File: src/design/btg_pkg.sv
// Shared types and constants for the button tap gesture detector.
`timescale 1ns / 1ps

package btg_pkg;

    localparam int OUT_CNT_W   = 16;
    localparam int CFG_IDX_W   = 2;
    localparam int CFG_DATA_W  = 16;
    localparam int THR_W       = 7;

    typedef enum logic [CFG_IDX_W-1:0] {
        CFG_TAP_LENGTH   = 2'd0,
        CFG_DTAP_WINDOW  = 2'd1,
        CFG_STICK_THRESH = 2'd2,
        CFG_UNUSED       = 2'd3
    } cfg_idx_t;

    typedef enum logic [2:0] {
        EV_NONE   = 3'd0,
        EV_SINGLE = 3'd1,
        EV_DOWN   = 3'd2,
        EV_DOUBLE = 3'd3,
        EV_UP     = 3'd4
    } gesture_ev_t;

    typedef struct packed {
        gesture_ev_t           code;
        logic [OUT_CNT_W-1:0]  release_len;
        logic [OUT_CNT_W-1:0]  hold_len;
    } gesture_res_t;

    localparam logic [CFG_DATA_W-1:0] TAP_LENGTH_RST   = 16'd6;
    localparam logic [CFG_DATA_W-1:0] DTAP_WINDOW_RST  = 16'd8;
    localparam logic [THR_W-1:0]      STICK_THRESH_RST = 7'd50;

endpackage

File: src/design/btg_gesture.sv
// Fire button classifier: press, tap, double tap and release with held length.
`timescale 1ns / 1ps

module btg_gesture #(
    parameter int COUNT_WIDTH = 16
) (
    input  logic                           clk,
    input  logic                           rst_n,
    input  logic                           step,
    input  logic                           fire,
    input  logic [btg_pkg::CFG_DATA_W-1:0] tap_length,
    input  logic [btg_pkg::CFG_DATA_W-1:0] double_tap_window,
    output btg_pkg::gesture_res_t          res
);
    import btg_pkg::*;

    localparam int EXT_W = COUNT_WIDTH + OUT_CNT_W;

    logic                   fire_was_down_reg, fire_was_down_next;
    logic                   tap_pending_reg,   tap_pending_next;
    logic [COUNT_WIDTH-1:0] since_tap_reg,     since_tap_next;
    logic [COUNT_WIDTH-1:0] press_cnt_reg,     press_cnt_next;
    logic [COUNT_WIDTH-1:0] held_cnt_reg,      held_cnt_next;

    logic [COUNT_WIDTH-1:0] since_inc;
    logic [COUNT_WIDTH-1:0] press_inc;
    logic                   timed_out;
    logic                   short_press;
    gesture_ev_t            ev;
    logic [COUNT_WIDTH-1:0] rel_cnt;
    logic [EXT_W-1:0]       rel_ext;
    logic [EXT_W-1:0]       hold_ext;

    assign since_inc = (since_tap_reg == '1) ? since_tap_reg : since_tap_reg + 1'b1;
    assign press_inc = (press_cnt_reg == '1) ? press_cnt_reg : press_cnt_reg + 1'b1;

    assign timed_out = tap_pending_reg &&
        ({{OUT_CNT_W{1'b0}}, since_inc} > {{COUNT_WIDTH{1'b0}}, double_tap_window});
    assign short_press =
        ({{OUT_CNT_W{1'b0}}, press_cnt_reg} < {{COUNT_WIDTH{1'b0}}, tap_length});

    always_comb
    begin
        fire_was_down_next = fire;
        tap_pending_next   = tap_pending_reg;
        since_tap_next     = tap_pending_reg ? since_inc : since_tap_reg;
        press_cnt_next     = press_cnt_reg;
        held_cnt_next      = held_cnt_reg;
        ev                 = EV_NONE;
        rel_cnt            = '0;
        if (timed_out)
        begin
            tap_pending_next = 1'b0;
            since_tap_next   = '0;
            ev               = EV_SINGLE;
        end
        else if (fire && !fire_was_down_reg)
        begin
            press_cnt_next = '0;
            ev             = EV_DOWN;
        end
        else if (fire && fire_was_down_reg)
        begin
            held_cnt_next  = press_cnt_reg;
            press_cnt_next = press_inc;
        end
        else if (!fire && fire_was_down_reg)
        begin
            held_cnt_next = '0;
            if (short_press)
            begin
                if (tap_pending_reg)
                begin
                    tap_pending_next = 1'b0;
                    since_tap_next   = '0;
                    ev               = EV_DOUBLE;
                end
                else
                begin
                    tap_pending_next = 1'b1;
                end
            end
            else
            begin
                rel_cnt = press_cnt_reg;
                ev      = EV_UP;
            end
        end
    end

    assign rel_ext  = {{OUT_CNT_W{1'b0}}, rel_cnt};
    assign hold_ext = {{OUT_CNT_W{1'b0}}, held_cnt_next};

    assign res.code        = ev;
    assign res.release_len = rel_ext[OUT_CNT_W-1:0];
    assign res.hold_len    = hold_ext[OUT_CNT_W-1:0];

    always_ff @(posedge clk or negedge rst_n)
    begin
        if (!rst_n)
        begin
            fire_was_down_reg <= 1'b0;
            tap_pending_reg   <= 1'b0;
            since_tap_reg     <= '0;
            press_cnt_reg     <= '0;
            held_cnt_reg      <= '0;
        end
        else if (step)
        begin
            fire_was_down_reg <= fire_was_down_next;
            tap_pending_reg   <= tap_pending_next;
            since_tap_reg     <= since_tap_next;
            press_cnt_reg     <= press_cnt_next;
            held_cnt_reg      <= held_cnt_next;
        end
    end

`ifndef SYNTHESIS
    // idle tap timer stays cleared
    a_since_idle: assert property (@(posedge clk) disable iff (!rst_n)
        !tap_pending_reg |-> (since_tap_reg == '0))
        else $error("tap timer running with no pending tap");

    a_timeout_clears: assert property (@(posedge clk) disable iff (!rst_n)
        (step && timed_out) |=> (!tap_pending_reg && since_tap_reg == '0))
        else $error("pending tap survived timeout");

    a_down_zeroes: assert property (@(posedge clk) disable iff (!rst_n)
        (step && ev == EV_DOWN) |=> (press_cnt_reg == '0 && fire_was_down_reg))
        else $error("press counter not restarted on fire down");

    a_rel_only_up: assert property (@(posedge clk) disable iff (!rst_n)
        (rel_cnt != '0) |-> (ev == EV_UP))
        else $error("release length without fire up");
`endif

endmodule

File: src/design/button_tap_gesture_detector.sv
// Each input transfer loads its result into the output register.
// Throughput: one item per cycle while out_ready is high or the output is empty.
// Timing is set by the counter compare and update path of the fire classifier.
// Reset: counters, tap state and output valid clear; config takes 6, 8 and 50.
// Config writes are taken in any cycle; index 3 is ignored.
`timescale 1ns / 1ps

module button_tap_gesture_detector #(
    parameter int COUNT_WIDTH = 16
) (
    input  logic                           clk,
    input  logic                           rst_n,
    input  logic                           cfg_valid,
    output logic                           cfg_ready,
    input  logic [btg_pkg::CFG_IDX_W-1:0]  cfg_index,
    input  logic [btg_pkg::CFG_DATA_W-1:0] cfg_data,
    input  logic                           in_valid,
    output logic                           in_ready,
    input  logic [7:0]                     buttons,
    input  logic signed [7:0]              pov_x,
    input  logic signed [7:0]              pov_y,
    input  logic signed [7:0]              stick_x,
    input  logic signed [7:0]              stick_y,
    output logic                           out_valid,
    input  logic                           out_ready,
    output logic [7:0]                     button_mask,
    output logic [7:0]                     direction_mask,
    output logic [2:0]                     event_code,
    output logic [btg_pkg::OUT_CNT_W-1:0]  release_length,
    output logic [btg_pkg::OUT_CNT_W-1:0]  hold_length,
    output logic signed [7:0]              dead_x,
    output logic signed [7:0]              dead_y
);
    import btg_pkg::*;

    logic [CFG_DATA_W-1:0] tap_length_reg;
    logic [CFG_DATA_W-1:0] dtap_window_reg;
    logic [THR_W-1:0]      thresh_reg;

    logic                  out_valid_reg, out_valid_next;
    logic [7:0]            btn_reg;
    logic [7:0]            dir_reg, dir_next;
    gesture_res_t          res_reg, res;
    logic signed [7:0]     dead_x_reg, dead_x_next;
    logic signed [7:0]     dead_y_reg, dead_y_next;

    logic                  accept;
    logic signed [8:0]     thr_pos, thr_neg;
    logic signed [8:0]     sx9, sy9;
    logic [8:0]            mag_x, mag_y;

    assign cfg_ready = 1'b1;
    assign in_ready  = !out_valid_reg || out_ready;
    assign accept    = in_valid && in_ready;

    always_ff @(posedge clk or negedge rst_n)
    begin
        if (!rst_n)
        begin
            tap_length_reg  <= TAP_LENGTH_RST;
            dtap_window_reg <= DTAP_WINDOW_RST;
            thresh_reg      <= STICK_THRESH_RST;
        end
        else if (cfg_valid)
        begin
            case (cfg_idx_t'(cfg_index))
                CFG_TAP_LENGTH:   tap_length_reg  <= cfg_data;
                CFG_DTAP_WINDOW:  dtap_window_reg <= cfg_data;
                CFG_STICK_THRESH: thresh_reg      <= cfg_data[THR_W-1:0];
                default:          ;
            endcase
        end
    end

    btg_gesture #(
        .COUNT_WIDTH (COUNT_WIDTH)
    ) u_gesture (
        .clk               (clk),
        .rst_n             (rst_n),
        .step              (accept),
        .fire              (buttons[0]),
        .tap_length        (tap_length_reg),
        .double_tap_window (dtap_window_reg),
        .res               (res)
    );

    assign thr_pos = signed'({2'b00, thresh_reg});
    assign thr_neg = -thr_pos;
    assign sx9     = 9'(stick_x);
    assign sy9     = 9'(stick_y);
    assign mag_x   = sx9[8] ? 9'(-sx9) : 9'(sx9);
    assign mag_y   = sy9[8] ? 9'(-sy9) : 9'(sy9);

    always_comb
    begin
        dir_next[0] = pov_x < 8'sd0;
        dir_next[1] = pov_x > 8'sd0;
        dir_next[2] = pov_y < 8'sd0;
        dir_next[3] = pov_y > 8'sd0;
        dir_next[4] = sy9 < thr_neg;
        dir_next[5] = sy9 > thr_pos;
        dir_next[6] = sx9 < thr_neg;
        dir_next[7] = sx9 > thr_pos;
        dead_x_next = (mag_x < {2'b00, thresh_reg}) ? 8'sd0 : stick_x;
        dead_y_next = (mag_y < {2'b00, thresh_reg}) ? 8'sd0 : stick_y;
    end

    assign out_valid_next = accept || (out_valid_reg && !out_ready);

    always_ff @(posedge clk or negedge rst_n)
    begin
        if (!rst_n)
        begin
            out_valid_reg <= 1'b0;
        end
        else
        begin
            out_valid_reg <= out_valid_next;
        end
    end

    always_ff @(posedge clk)
    begin
        if (accept)
        begin
            btn_reg    <= buttons;
            dir_reg    <= dir_next;
            res_reg    <= res;
            dead_x_reg <= dead_x_next;
            dead_y_reg <= dead_y_next;
        end
    end

    assign out_valid      = out_valid_reg;
    assign button_mask    = btn_reg;
    assign direction_mask = dir_reg;
    assign event_code     = res_reg.code;
    assign release_length = res_reg.release_len;
    assign hold_length    = res_reg.hold_len;
    assign dead_x         = dead_x_reg;
    assign dead_y         = dead_y_reg;

endmodule
File: config.mk
export PLATFORM = sky130hd
export DESIGN_NAME = button_tap_gesture_detector
export DESIGN_NICKNAME = d
export VERILOG_FILES = /design/src/design/btg_pkg.sv /design/src/design/btg_gesture.sv /design/src/design/button_tap_gesture_detector.sv
export SDC_FILE = /design/constraint.sdc
export NUM_CORES = 1
export LEC_CHECK = 0
export BUFFER_PORTS_ARGS = -buffer_cell sky130_fd_sc_hd__buf_4
export CAP_MARGIN = 20
export CORE_MARGIN = 1
export CORE_UTILIZATION = 50
export DETAILED_ROUTE_END_ITERATION = 8
export PLACE_DENSITY_LB_ADDON = 0.08
export SLEW_MARGIN = 10
export SYNTH_ARGS = -nofsm -noshare
export SYNTH_HDL_FRONTEND = slang
export SYNTH_HIERARCHICAL = 1
export SYNTH_SLANG_ARGS = --single-unit
File: constraint.sdc
create_clock -name clk -period 9.9 [get_ports clk]
set_input_delay 1.98 -clock clk [delete_from_list [all_inputs] [get_ports clk]]
set_output_delay 1.98 -clock clk [all_outputs]
set_load 0.05 [all_outputs]
# Yosys cells after proc, flatten, opt, wreduce, memory -nomap -nowiden
# Cells that the tools add are included.
# word_totals
ff_bits	157
in_bits	63
output_inout_bits	70
elab_cells	94
# classes
add_sub_neg	5
n_lt_le_gt_ge	12
n_eq_ne	7
muxes	28
bitwise	2
n_reduce_logical	23
# op_table
op	count
16-bit 2-to-1 mux	15
16-bit by 1-bit adder with 16-bit output, second input constant	2
16-bit equality test, second input constant	2
8-bit by 9-bit less-than comparator with 1-bit output	2
9-bit by 7-bit less-than comparator with 1-bit output	2
9-bit 2-to-1 mux	2
8-bit negation with 9-bit output	2
16-bit greater-than comparator	1
8-bit by 1-bit greater-than comparator with 1-bit output, second input constant	2
8-bit greater-than comparator	2
16-bit less-than comparator	1
8-bit by 1-bit less-than comparator with 1-bit output, second input constant	2
7-bit negation with 9-bit output	1
2-bit 2-to-1 mux	4
1-bit logical AND	6
1-bit 2-to-1 mux	6
2-bit AND reduction	3
2-bit nonzero test	3
5-bit AND reduction	1
5-bit OR reduction	1
1-bit logical NOT	4
2-bit by 1-bit inequality test with 1-bit output, second input constant	2
4-bit AND reduction	1
4-bit OR reduction	1
7 further kinds	9

# Longest topological paths before layout
# depth
ltp_word	9
depth_mapped	18
depth_no_buf	13

# Hierarchy
# The synthesis kept the hierarchy.
# modules_own_cells
module	n_inst	cells_each	area_per_inst_um2	seq_area_each_um2
button_tap_gesture_detector	1	354	4972.3	3020.4
btg_gesture	1	433	3960.0	1251.2

# Worst setup path before layout
# OpenSTA, ideal clock, no wires.
# synth_timing
path_type	input to register
from	input port out_ready
to	register u_gesture.press_cnt_reg[12]
setup_time_ns	0.090
arrival_ns	5.706
required_ns	9.810
setup_slack_ns	4.104
cell_stages	10
path_buffers	4
cell_sequence	nand2b_1 -> and2_1 -> clkbuf_1 -> nand2_1 -> a41o_1 -> buf_2 -> or3_1 -> buf_2 -> buf_6 -> o31ai_4
# synth_between
elab_chain_cells	3
# synth_rtl
item	line	rtl
from (decl)	button_tap_gesture_detector.sv:25	input logic out_ready,
1-bit logical OR	button_tap_gesture_detector.sv:53	assign in_ready = !out_valid_reg || out_ready;
1-bit logical AND	button_tap_gesture_detector.sv:54	assign accept = in_valid && in_ready;
via accept	button_tap_gesture_detector.sv:47	logic accept;
4-bit AND reduction (no source line)	--	
to (signal assigned)	btg_gesture.sv:113	press_cnt_reg <= press_cnt_next;
to (decl)	btg_gesture.sv:22	logic [COUNT_WIDTH-1:0] press_cnt_reg, press_cnt_next;
# The timed path passes the listed nets, and every way through them passes these cells.
# A chain may end at the register's enable or synchronous reset.

==> flow_summary.json <==
{
  "status": "finished, final reports clean",
  "synth.distinct_cells": 71,
  "cp.required_ns": 10.07,
  "via_per_inst": 5.80,
  "clockBufferDepth": 2,
  "rows": 48,
  "cts_made_buffers": 17,
  "worstHoldPathType": "reg -> reg",
  "start_util_pct": 51.5,
  "ir_drop_mv": 0.131,
  "ys_ff_latch": 157,
  "async_reset_ff_share_pct": 57.3,
  "slowest_delay_ns": 0.58,
  "dr.pass1.iters": 7,
  "fin_skew_ns": 0.0137,
  "synth_seq_area_share_pct": 47.8,
  "post_drt_wl_per_cell_um": 17.5,
  "powerDensity_mw_per_mm2": 189,
  "synthTopCellsByCount": "84 x dfrtp_1, 73 x mux2_2, 72 x ha_1",
  "fp.dieArea_mm2": 0.0184,
  "hold_viol_final": 0,
  "hpwlAfterDp_um": 14300,
  "layout.filler_cells": 1409,
  "cts_htree_levels": 4,
  "synth_flop_cell": "dfrtp_1",
  "cts_tree": "built",
  "cp_cell_sequence": "ha_1 -> nand4_1 -> or2_2 -> nand3_1 -> o21ai_0 -> inv_1 -> ha_1 -> a21o_1 -> a21o_1 -> a2111o_1 -> o311a_1 -> buf_4 -> nand2b_1 -> mux2_2",
  "crit_fanout": 28,
  "area_delta_synth_final_pct": 19.7,
  "ios": 133,
  "fin_nets": 1045,
  "overflow": 0,
  "whs_ns": 0.503,
  "gp_congestion": 0.850,
  "dp_slack_ns": 5.26,
  "insertion_delay_ns": 0.42,
  "slew_viol_final": 0,
  "fmax_ghz": 0.211,
  "grt_pass1_vias": 6401,
  "cts_setup_buffers": 0,
  "cts_resized": 0,
  "numPortBuffers": 131,
  "synth_nets": 922,
  "track_usage_pct": 22.4,
  "grt_max_degree": 67,
  "antenna_found_initial": 0,
  "num_antenna_cells": 0,
  "ys.warnings.count": 6,
  "cts_root_buffer": "clkbuf_16",
  "rrSetupSlack_ns": 5.16,
  "crit_arrival_ns": 4.90,
  "drt_iter0_drc": 369,
  "setup_tns_ns": 0,
  "synth_area_leader_cell": "dfrtp_1",
  "synth_edf_count": 67,
  "syn_area_per_cell_um2": 11.3,
  "cap_violations": 0,
  "critPathKind": "reg -> reg",
  "drive_gt1_share_pct": 29.0,
  "cts.sinks": 157,
  "leakage_nw": 4.91,
  "synth_area_leaders": "dfrtp_1 24%, edfxtp_1 23%, ha_1 10%",
  "die_w_um": 136,
  "slowest_stage": "nand2b_1",
  "slew_headroom_pct": 31.2,
  "syn_inst": 787,
  "wl_um": 20100,
  "post-route-min-period_ns": 4.74,
  "synth_area_mm2": 0.00893,
  "drcViolationCount": 0,
  "synth_most_common_cell": "dfrtp_1",
  "worst_slack_ns": 5.16,
  "die_h_um": 136,
  "clkTransAtPathRegs_ns": 0.06,
  "rsz0062_at_grt": "false",
  "setup_viol": 0,
  "ant_nets": 0,
  "core_mm2": 0.0174,
  "worst_pin_slew_ns": 1.02,
  "fin_crit_sh_pct": 47.8,
  "grt_pass1_wl_um": 32100,
  "dr_total_vias": 6654,
  "ctsHoldBuffers": 0,
  "synth_top_area_share_pct": 23.5,
  "cp-start-kind": "flop",
  "endpoint_kind": "flop"
}
kinds of logic (layout without fill, tap and decap cells):
family	Yosys count	in the layout	synth area share (%)
compound gates	157	157	12.9
other cells	1	1	0.0420
xor+xnor	23	23	2.26
flops	157	157	47.8
mux	74	74	9.32
buf+inv	81	217	3.71
fa+ha+maj	72	72	10.1
simple gates	222	222	13.9
final cells by class:
cell class	instances	area (um^2)	share of cell area, %
clock buffers	21	483	4.52
clock inverters	11	119	1.11
inverters	48	180	1.68
multi-input cells	549	4330	40.5
flip-flops and latches	157	4270	39.9
well taps	225	282	2.63
repair buffers	137	1030	9.62
metal layers:
metal	global-route usage [%]	part of all wire, %	vias up
met3	4.12	5.4	27
met5	0	0	-
li1	-	-	3161
met2	37.7	49	213
met1	29.0	44	3253
met4	7.12	1.6	0
worst max-delay path: cells and delay by family, from the launching register on:
| kind | cells | cell delay, ns |
|---|---|---|
| buffers and inverters | 2 | 0.30 |
| muxes | 1 | 0.47 |
| adders and majority gates | 2 | 0.50 |
| AOI/OAI and AO/OA | 5 | 1.22 |
| and+or+nand+nor | 4 | 1.50 |
| DFF | 1 | 0.48 |
final timing paths:
| kind | depth (start not counted) | endpoint | startpoint |
|---|---|---|---|
| max in group asynchronous | 2 | u_gesture/press_cnt_reg[8] | rst_n |
| worst min register to register | 1 | u_gesture/held_cnt_reg[2] | u_gesture/held_cnt_reg[2] |
| worst max register to register | 14 | hold_length[1] | u_gesture/since_tap_reg[0] |
| worst max-delay path | 14 | hold_length[1] | u_gesture/since_tap_reg[0] |
| worst min-delay path | 1 | u_gesture/held_cnt_reg[2] | u_gesture/held_cnt_reg[2] |
| min in group asynchronous | 1 | u_gesture/since_tap_reg[14] | rst_n |
per-stage QoR:
| step | utilization (%) | total power [mW] | std cells | area, um^2 |
|---|---|---|---|---|
| 3_5_place_dp | 58.2 | 1.38 | 1116 | 10100 |
| 2_1_floorplan | - | 1.22 | 787 | 8930 |
| 3_3_place_gp | 58.2 | 1.36 | 1116 | 10100 |
| 4_1_cts | 61.6 | 2.04 | 1148 | 10700 |
| 5_1_grt | 61.6 | 2.13 | 1148 | 10700 |
| 6_report | 61.6 | 2.03 | 1148 | 10700 |
power breakdown:
| group | total, mW | internal [mW] | switching, mW |
|---|---|---|---|
| registers | 0.849 | 0.772 | 0.0771 |
| logic | 0.521 | 0.220 | 0.301 |
| clock network | 0.656 | 0.384 | 0.272 |
| total | 2.03 | 1.38 | 0.650 |
cells in the final DEF (no fill, tap or decap), types with 10 or more instances in the layout:
cell type and instances:
o31ai_1 12, and2_1 43, buf_4 137, mux2_2 73
ha_1 72, a41o_1 11, clkbuf_16 19, xnor2_1 20
nand4_1 16, o21ai_0 34, dfrtp_1 84, nand3_1 18
nand2_1 42, and3_1 13, nand2b_1 12, a21o_1 16
nor2b_1 11, nor3_1 10, nor2_1 24, inv_1 48
edfxtp_1 67, a21oi_1 26
Power figures use the tool's default switching activity.
